[src/rtl/core/arqws_pkg.sv]
// arqws_pkg: types, codes and fixed widths shared by the arq window sender
// used by arqws_timer_bank and arq_window_sender; depends on nothing
package arqws_pkg;

    // fixed field widths; sequence numbers count modulo 8 by 3-bit wrap
    localparam int SEQ_W     = 3;
    localparam int DATA_W    = 32;
    localparam int TIMER_W   = 8;
    localparam int WIN_W     = 3;
    localparam int EV_W      = 3;
    localparam int ACT_W     = 2;
    localparam int CFG_W     = 8;
    localparam int CFG_IDX_W = 2;
    localparam int SLOTS     = 8;

    // action codes
    localparam logic [ACT_W-1:0] ACT_OFFER = 2'd0;
    localparam logic [ACT_W-1:0] ACT_TICK  = 2'd1;
    localparam logic [ACT_W-1:0] ACT_ACK   = 2'd2;
    localparam logic [ACT_W-1:0] ACT_NAK   = 2'd3;

    // event codes
    localparam logic [EV_W-1:0] EV_SENT_NEW    = 3'd0;
    localparam logic [EV_W-1:0] EV_REFUSED     = 3'd1;
    localparam logic [EV_W-1:0] EV_TIMEOUT     = 3'd2;
    localparam logic [EV_W-1:0] EV_ACK_SLID    = 3'd3;
    localparam logic [EV_W-1:0] EV_ACK_IGNORED = 3'd4;
    localparam logic [EV_W-1:0] EV_NAK_RESEND  = 3'd5;
    localparam logic [EV_W-1:0] EV_NAK_IGNORED = 3'd6;
    localparam logic [EV_W-1:0] EV_IDLE_TICK   = 3'd7;

    // configuration register indexes
    localparam logic [CFG_IDX_W-1:0] CFG_MODE    = 2'd0;
    localparam logic [CFG_IDX_W-1:0] CFG_TIMEOUT = 2'd1;
    localparam logic [CFG_IDX_W-1:0] CFG_WINDOW  = 2'd2;

    // retransmission modes
    localparam logic MODE_GBN = 1'b0;
    localparam logic MODE_SEL = 1'b1;

    // configuration reset values
    localparam logic [TIMER_W-1:0] TIMEOUT_RESET = 8'd10;
    localparam logic [WIN_W-1:0]   WINDOW_RESET  = 3'd6;

    typedef enum logic [2:0] {
        ST_IDLE,
        ST_DECR,
        ST_SCAN,
        ST_GBN,
        ST_SLIDE
    } state_t;

    typedef enum logic [1:0] {
        TOP_NONE,
        TOP_DEC,
        TOP_LOAD,
        TOP_CLEAR
    } timer_op_t;

    typedef struct packed {
        timer_op_t        op;
        logic [SEQ_W-1:0] addr;
    } timer_cmd_t;

    typedef struct packed {
        logic running;
        logic zero;
    } timer_stat_t;

    typedef struct packed {
        logic [ACT_W-1:0]  action;
        logic [SEQ_W-1:0]  ack_number;
        logic [DATA_W-1:0] payload_in;
    } item_t;

    typedef struct packed {
        logic [EV_W-1:0]   event_res;
        logic [SEQ_W-1:0]  seq;
        logic [DATA_W-1:0] payload_out;
        logic [SEQ_W-1:0]  outstanding;
        logic              last;
    } result_t;

endpackage

[src/rtl/core/arqws_timer_bank.sv]
// arqws_timer_bank: per-slot retransmit timers with one shared
// decrement / reload / clear unit; depends on arqws_pkg
module arqws_timer_bank (
    input  logic                             clk,
    input  logic                             rst_n,
    input  arqws_pkg::timer_cmd_t            cmd,
    input  logic [arqws_pkg::TIMER_W-1:0]    reload,
    output arqws_pkg::timer_stat_t           status
);

    logic [arqws_pkg::TIMER_W-1:0] count_reg [arqws_pkg::SLOTS];
    logic [arqws_pkg::SLOTS-1:0]   running_reg;
    logic [arqws_pkg::TIMER_W-1:0] count_cur;
    logic [arqws_pkg::TIMER_W-1:0] count_next;
    logic                          running_next;
    logic                          count_we;

    // status of the addressed slot
    assign count_cur      = count_reg[cmd.addr];
    assign status.running = running_reg[cmd.addr];
    assign status.zero    = (count_cur == '0);

    // shared update unit
    always_comb
    begin
        count_next   = count_cur;
        running_next = running_reg[cmd.addr];
        count_we     = 1'b0;
        case (cmd.op)
            arqws_pkg::TOP_DEC:
            begin
                if (running_reg[cmd.addr] && (count_cur != '0))
                begin
                    count_next = count_cur - 1'b1;
                    count_we   = 1'b1;
                end
            end
            arqws_pkg::TOP_LOAD:
            begin
                count_next   = reload;
                running_next = 1'b1;
                count_we     = 1'b1;
            end
            arqws_pkg::TOP_CLEAR:
            begin
                count_next   = '0;
                running_next = 1'b0;
                count_we     = 1'b1;
            end
            default:
            begin
                count_we = 1'b0;
            end
        endcase
    end

    // timer storage
    always_ff @(posedge clk or negedge rst_n)
    begin
        if (!rst_n)
        begin
            running_reg <= '0;
            for (int k = 0; k < arqws_pkg::SLOTS; k++)
            begin
                count_reg[k] <= '0;
            end
        end
        else if (count_we)
        begin
            count_reg[cmd.addr]   <= count_next;
            running_reg[cmd.addr] <= running_next;
        end
    end

endmodule

[config.mk]
export PLATFORM = sky130hd
export DESIGN_NAME = arqws_timer_bank
export DESIGN_NICKNAME = d
export VERILOG_FILES = /design/src/rtl/core/arqws_pkg.sv /design/src/rtl/core/arqws_timer_bank.sv
export SDC_FILE = /design/constraint.sdc
export NUM_CORES = 1
export LEC_CHECK = 0
export ABC_AREA = 1
export BUFFER_PORTS_ARGS = -buffer_cell sky130_fd_sc_hd__buf_2
export CAP_MARGIN = 30
export CORE_ASPECT_RATIO = 1.5
export CORE_MARGIN = 10
export CORE_UTILIZATION = 50
export CTS_CLUSTER_DIAMETER = 80
export DETAILED_ROUTE_END_ITERATION = 8
export PLACE_DENSITY = 0.67
export SLEW_MARGIN = 30
export SYNTH_ARGS = -nofsm -noshare
export SYNTH_HDL_FRONTEND = slang
export SYNTH_SLANG_ARGS = --single-unit
[constraint.sdc]
create_clock -name clk -period 2.5 [get_ports clk]
set_input_delay 0.25 -clock clk [delete_from_list [all_inputs] [get_ports clk]]
set_output_delay 0.25 -clock clk [all_outputs]
set_load 0.05 [all_outputs]
==> impl_results.md, run 1 <==
- Largest net degree at the start of global routing: 73
- Starting Density: 51.14%
- Crit path capture type: output pin
- CTS Buffer Depth: 2
- GPL Wtd Cong: 0.8797
- Top post-synthesis cells by area: dfrtp_1 (44%), nand2_1 (32%), inv_1 (6.5%), nand3_1 (4.3%), nor2_1 (2.6%)
- Setup TNS: 0 ps
- Pre-CTS worst setup slack: 73.60 ps
- Fin nets: 699
- Worst Skew: 7.076 ps
- Outcome: finished, final reports clean
- Xor and xnor area share after synthesis: 0.2139%
- Int Power: 2.707 mW
- Row cnt: 40
- Static Leak: 2.923 nW
- Final Hold Fails: 0
- Crit-path max FO: 4
- CTS tree: built
- Num CTS Buffers: 9
- CP Data Required Time: 2250 ps
- Psw: 1.294 mW
- Initial antenna violation count: 0
- Fmax: 448.4 MHz
- Reg2Reg Setup Slack: 320 ps
- Mapped cell area: 4095 um2
- Top cells by count, synth: nand2_1 (345), dfrtp_1 (72), inv_1 (71)
- Global-route wire length before repair: 19720 um
- R2r endpoint: running_reg[6]$_DFFE_PN0P_
- Syn_nets: 635
- Switching share of power: 32.34%
- Vias in the first global route: 4007
- Yosys reg bits: 72
- Period utilization: 89.20%
- Core ar.: 8008 um2
- Initial detailed-routing violation count: 290
- Die width: 93.90 um
- Post-detail-place hpwl: 8583 um
- Sequential element share of the synthesized area: 44.00%
- Setup Viol. Count Final: 0
- CTS H-Tree Depth: 3
- Hold_sp: reload[1]
- Main combinational cell family by area after synthesis: simple AND/OR/NAND/NOR gates
- Number of I/O port buffers: 16
- # clock sinks: 72
- Setup bufs post-CTS: 0
- Ant diodes: 0
- Post-route antenna net violation count: 0
- Gr usage total: 20.76%
- Post-Synthesis Cells: 618
- Root Buffer: clkbuf_16
- Filler cells: 776
- Total gr overflow: 0
- Most common flop cell mapped by yosys: dfrtp_1
- Post-CTS sizing: 0
- Adder-Cell Fraction of Synth Area: 0.6111%
- Comb pwr share: 26.9%
- Post-route minimum period: 2230 ps
- Tightest Pin Transition: 583.4 ps
- WL final: 11670 um
- Critical Setup Path Class: reg2out
- Hold Path Class: in2reg
- Max_slew headroom: 60.96%
- Clk pin slew, worst setup/hold paths: 60 ps
- Worst setup margin: 269.9 ps
- Most numerous cell in the Yosys netlist: nand2_1
- Clock share of power: 34.4%
- Max reg flops: 64
- Critical path arrival: 1980 ps
- # DRC: 0
- Hold endpoint: count_reg[9]$_DFFE_PN0P_
- First-pass detailed-route iteration total: 5
- CP startpoint kind: flip-flop
- Unique masters post-synth: 23
- Routed len/inst: 14.73 um
- Synth warn: 0
- Layout cell share with drive strength beyond 1: 14.85%
- Area share of and/or/nand/nor cells after synthesis: 41.52%
- Syn avg cell area: 6.627 um2
- Unrepaired setup endpoints after global routing: false
- Async set-reset flop share out of synthesis: 100.0%
- Total die area: 12290 um2
- VDD IR max: 0.6321 mV
- Post-CTS Hold Buffers: 1
- Area share of the largest cell type after synthesis: 44.00%
- Synth Area in Compound Gates: 4.002%
- Max Cap Violations: 0
- Worst Hold Depth: 6
- Number of synthesized flops with an enable pin: 0
- Worst reg-to-reg path cell count: 15
- Vias: 3927
- Max Transition Viols Final: 0
- Die Span Y: 130.8 um
- Final core occ: 62.03%
- Dominant cell type by area after synthesis: dfrtp_1
- Area grow syn2layout: 21.30%
- Worst skew pair latency: 350 ps
- Vias/cell: 4.958
- Multiplexer share of the synthesized area: 0%
- Power Dens Cells: 805.5 nW/um2
- RR Startpoint: count_reg[11]$_DFFE_PN0P_
- Flop pwr share: 38.7%
- Io pins: 17
## cells by family (layout without fill, tap and decap cells)
kind of cell,count (synthesis),after routing
AOI/OAI and AO/OA,27,27
xor gates and xnor gates,1,1
adders and majority gates,2,2
buffers and inverters,91,160
DFF,72,72
and+or+nand+nor,425,425
## worst max-delay path by stage
stage                              start                         end  slack [ps]  cells past startpoint
2_1_floorplan                     cmd[0]  running_reg[2]$_DFFE_PN0P_          20                     22
3_3_place_gp                      cmd[0]  running_reg[6]$_DFFE_PN0P_         110                     17
3_5_place_dp                      cmd[0]   count_reg[25]$_DFFE_PN0P_          70                     20
4_1_cts        count_reg[11]$_DFFE_PN0P_                   status[0]         280                     10
5_1_grt         count_reg[0]$_DFFE_PN0P_   count_reg[27]$_DFFE_PN0P_          90                     18
6_report       count_reg[11]$_DFFE_PN0P_                   status[0]         270                     10
## metrics by stage
stage               hold WS, ps  std cells  instance area, um2  power (mW)
floorplan                -45.59        618                4099       2.193
global placement          301.7        775                4644       2.605
detailed placement        303.9        775                4644       2.629
CTS                       409.0        792                4967       4.009
global route              439.9        792                4967       4.251
finish                    416.2        792                4967       4.001
## layout by cell type (no fill, tap or decap), drive strengths merged, types with 5 or more instances in the layout
cell    Yosys  routed
dfrtp      72      72
nand2     357     357
o21ai      18      18
a22oi       6       6
clkbuf      0      10
clkinv      1       5
nor2       30      30
inv        78      78
buf        12      64
nand3      35      35
## worst max-delay path: stages (launching register included)
cell	delay (ps)
dfrtp_1	380
inv_1	60
nand2_1	50
nand3_1	110
nand2_1	110
nor2_1	230
nand2_2	140
nor2_1	140
nand2_2	110
inv_1	60
buf_2	250
## per-layer routing
layer	vias up	track usage, %	wire length (um)	share of wire (%)
met2	97	36.47	6020	52
met4	0	10.04	393	3.4
met1	1819	23.14	4797	41
li1	1984	-	-	-
met5	-	0	0	0
met3	27	4.397	456	3.9
## power groups by stage
stage	clock network, mW	logic, mW	registers, mW
floorplan	0	0.668	1.52
global placement	0	1.05	1.56
detailed placement	0	1.06	1.57
CTS	1.39	1.08	1.55
global route	1.45	1.23	1.58
finish	1.37	1.08	1.55
## cell type report
type | instances | area (um2) | share of cell area [%]
clock buffers | 10 | 229.0 | 4.610
clock inverters | 6 | 83.83 | 1.688
inverters | 79 | 297.8 | 5.995
multi-input cells | 455 | 1898 | 38.21
flip-flops and latches | 72 | 1802 | 36.27
well taps | 105 | 131.4 | 2.645
repair buffers | 65 | 525.5 | 10.58
(Power assumes the default switching activity.)
==> inputs of run 2 (changes only) <==
- BUFFER_PORTS_ARGS: -buffer_cell sky130_fd_sc_hd__buf_2 -> -buffer_cell sky130_fd_sc_hd__clkbuf_2
- SLEW_MARGIN: 30 -> not set
==> run 2 against run 1 <==
Net effect: global-route usage decreased by 0.16 points; non-clock buffer count decreased by 6; maximum frequency increased by 0.71%; setup slack improved by 16 ps; cell count decreased by 0.76%; via count decreased by 0.18%; combinational power about the same; first-iteration DRC count increased by 44%; hold slack improved by 12 ps.
==> impl_results.md, run 2 (synthesis gave the netlist of run 1 again) <==
- Post-route antenna net violation count: 0
- Routed len/inst: 15.00 um
- Vias: 3920
- Io pins: 17
- Worst skew pair latency: 330 ps
- Initial antenna violation count: 0
- Final core occ: 61.66%
- Fin nets: 693
- Area grow syn2layout: 20.56%
- CP Data Required Time: 2760 ps
- Int Power: 2.656 mW
- Leading cell types in the layout, fill and taps excluded: nand2_1 (345), dfrtp_1 (72), inv_1 (71)
- Clk pin slew, worst setup/hold paths: 50 ps
- WL final: 11790 um
- Num CTS Buffers: 9
- GPL Wtd Cong: 0.9093
- Register Area: 1802 um2
- Filler cells: 764
- Multi-input logic area: 1898 um2
- Vias in the first global route: 3961
- First-pass detailed-route iteration total: 4
- Worst Skew: 4.973 ps
- Crit path capture type: flip-flop
- Post-route insts no fill: 786
- Row cnt: 40
- Total power: 3.925 mW
- Final Hold Fails: 0
- Unrepaired setup endpoints after global routing: false
- Layout cell share with drive strength beyond 1: 13.95%
- Core ar.: 8008 um2
- Gr usage total: 20.60%
- Post-route minimum period: 2214 ps
- Root Buffer: clkbuf_16
- # DRC: 0
- CTS tree: built
- Number of I/O port buffers: 16
- Tightest Pin Transition: 623.6 ps
- Critical Setup Path Class: reg2reg
- Max Cap Violations: 0
- Total die area: 12290 um2
- CTS H-Tree Depth: 3
- Post-detail-place hpwl: 8651 um
- Switching share of power: 32.33%
- Largest net degree at the start of global routing: 46
- # clock sinks: 72
- Vias/cell: 4.987
- Flop pwr share: 39.5%
- Ant diodes: 0
- Starting Density: 51.14%
- Static Leak: 2.898 nW
- Initial detailed-routing violation count: 418
- Max Transition Viols Final: 0
- Psw: 1.269 mW
- Crit-path max FO: 11
- Power Dens Cells: 795.0 nW/um2
- Outcome: finished, final reports clean
- VDD IR max: 0.4475 mV
- Comb pwr share: 27.7%
- Max_slew headroom: 58.27%
- Period utilization: 88.58%
- WHS: 427.7 ps
- Die Span Y: 130.8 um
- Global-route wire length before repair: 19350 um
- CTS Buffer Depth: 2
- Hold Path Class: in2reg
- Die width: 93.90 um
- Commonest non-fill, non-tap cell in the layout: nand2_1
- Fmax: 451.6 MHz
- Critical path arrival: 2470 ps
- Clock share of power: 32.8%
- CP startpoint kind: flip-flop
- Total gr overflow: 0
- Max reg flops: 64
- Cells after DPL: 768
- Setup Viol. Count Final: 0
[run 2: changes by cell type in the layout (fill, tap and decap cells not counted), sizes merged]
cell | before | now
clkinv | 5 | 3
clkbuf | 10 | 27
bufinv | 2 | 1
buf | 64 | 44
[run 2: repair_timing]
item / CTS / global route
setup endpoints to repair: 0 / 52
hold endpoints to repair: 23 / 0
gates resized for setup: 0 / 0
setup buffers: 0 / 1
hold buffers: 1 / 0
[run 2: worst paths after layout]
path	startpoint	to	slack, ps	cells after the start
hold reg to reg	count_reg[35]$_DFFE_PN0P_	count_reg[35]$_DFFE_PN0P_	480	2
setup / recovery	count_reg[56]$_DFFE_PN0P_	running_reg[2]$_DFFE_PN0P_	290	18
max in group asynchronous	rst_n	count_reg[25]$_DFFE_PN0P_	1340	3
min in group asynchronous	rst_n	count_reg[62]$_DFFE_PN0P_	470	2
hold / removal	reload[1]	count_reg[9]$_DFFE_PN0P_	430	6
setup reg to reg	count_reg[56]$_DFFE_PN0P_	running_reg[2]$_DFFE_PN0P_	290	18
[run 2: cell type report]
class | instances | area share, %
Sequential cell | 72 | 36.49
Tap cell | 105 | 2.661
Clock inverter | 3 | 0.8109
Clock buffer | 13 | 5.271
Inverter | 79 | 6.031
Multi-Input combinational cell | 455 | 38.44
Timing Repair Buffer | 59 | 10.29
[run 2: per-stage QoR]
stage          instance area (um2)  TNS, ps  worst slack, ps
6_report                      4937        0            285.6
5_1_grt                       4937        0            14.16
4_1_cts                       4917        0            131.5
3_5_place_dp                  4607    -2828           -95.24
3_3_place_gp                  4607   -175.2           -35.55
2_1_floorplan                 4099        0            20.00
[run 2: worst max-delay path, cell delays in order (launching register included)]
cell and delay, ps:
dfrtp_1 380, nand2_1 70, nand2_1 80, nand2_1 50, nand2_1 60, nand2_1 50
nand2_1 80, inv_1 60, ha_1 210, nand2_1 70, nor2_1 50, nand2_2 90
nand2_4 90, o21ai_4 180, buf_12 170, nand2_4 50, inv_1 250, nand2_1 80
o21ai_1 80
[run 2: layer usage]
metal	vias to the layer above	GRT usage [%]	wire length, um
met5	-	0	0
met4	0	14.89	828
met3	49	3.998	539
met2	101	33.66	5709
met1	1802	23.44	4716
li1	1968	-	-
[run 2: power groups by stage]
| stage | clock network (mW) | logic [mW] | registers [mW] |
|---|---|---|---|
| finish | 1.29 | 1.09 | 1.55 |
| CTS | 1.31 | 1.08 | 1.55 |
| global placement | 0 | 1.05 | 1.56 |
| floorplan | 0 | 0.668 | 1.52 |
| global route | 1.37 | 1.23 | 1.58 |
| detailed placement | 0 | 1.07 | 1.57 |
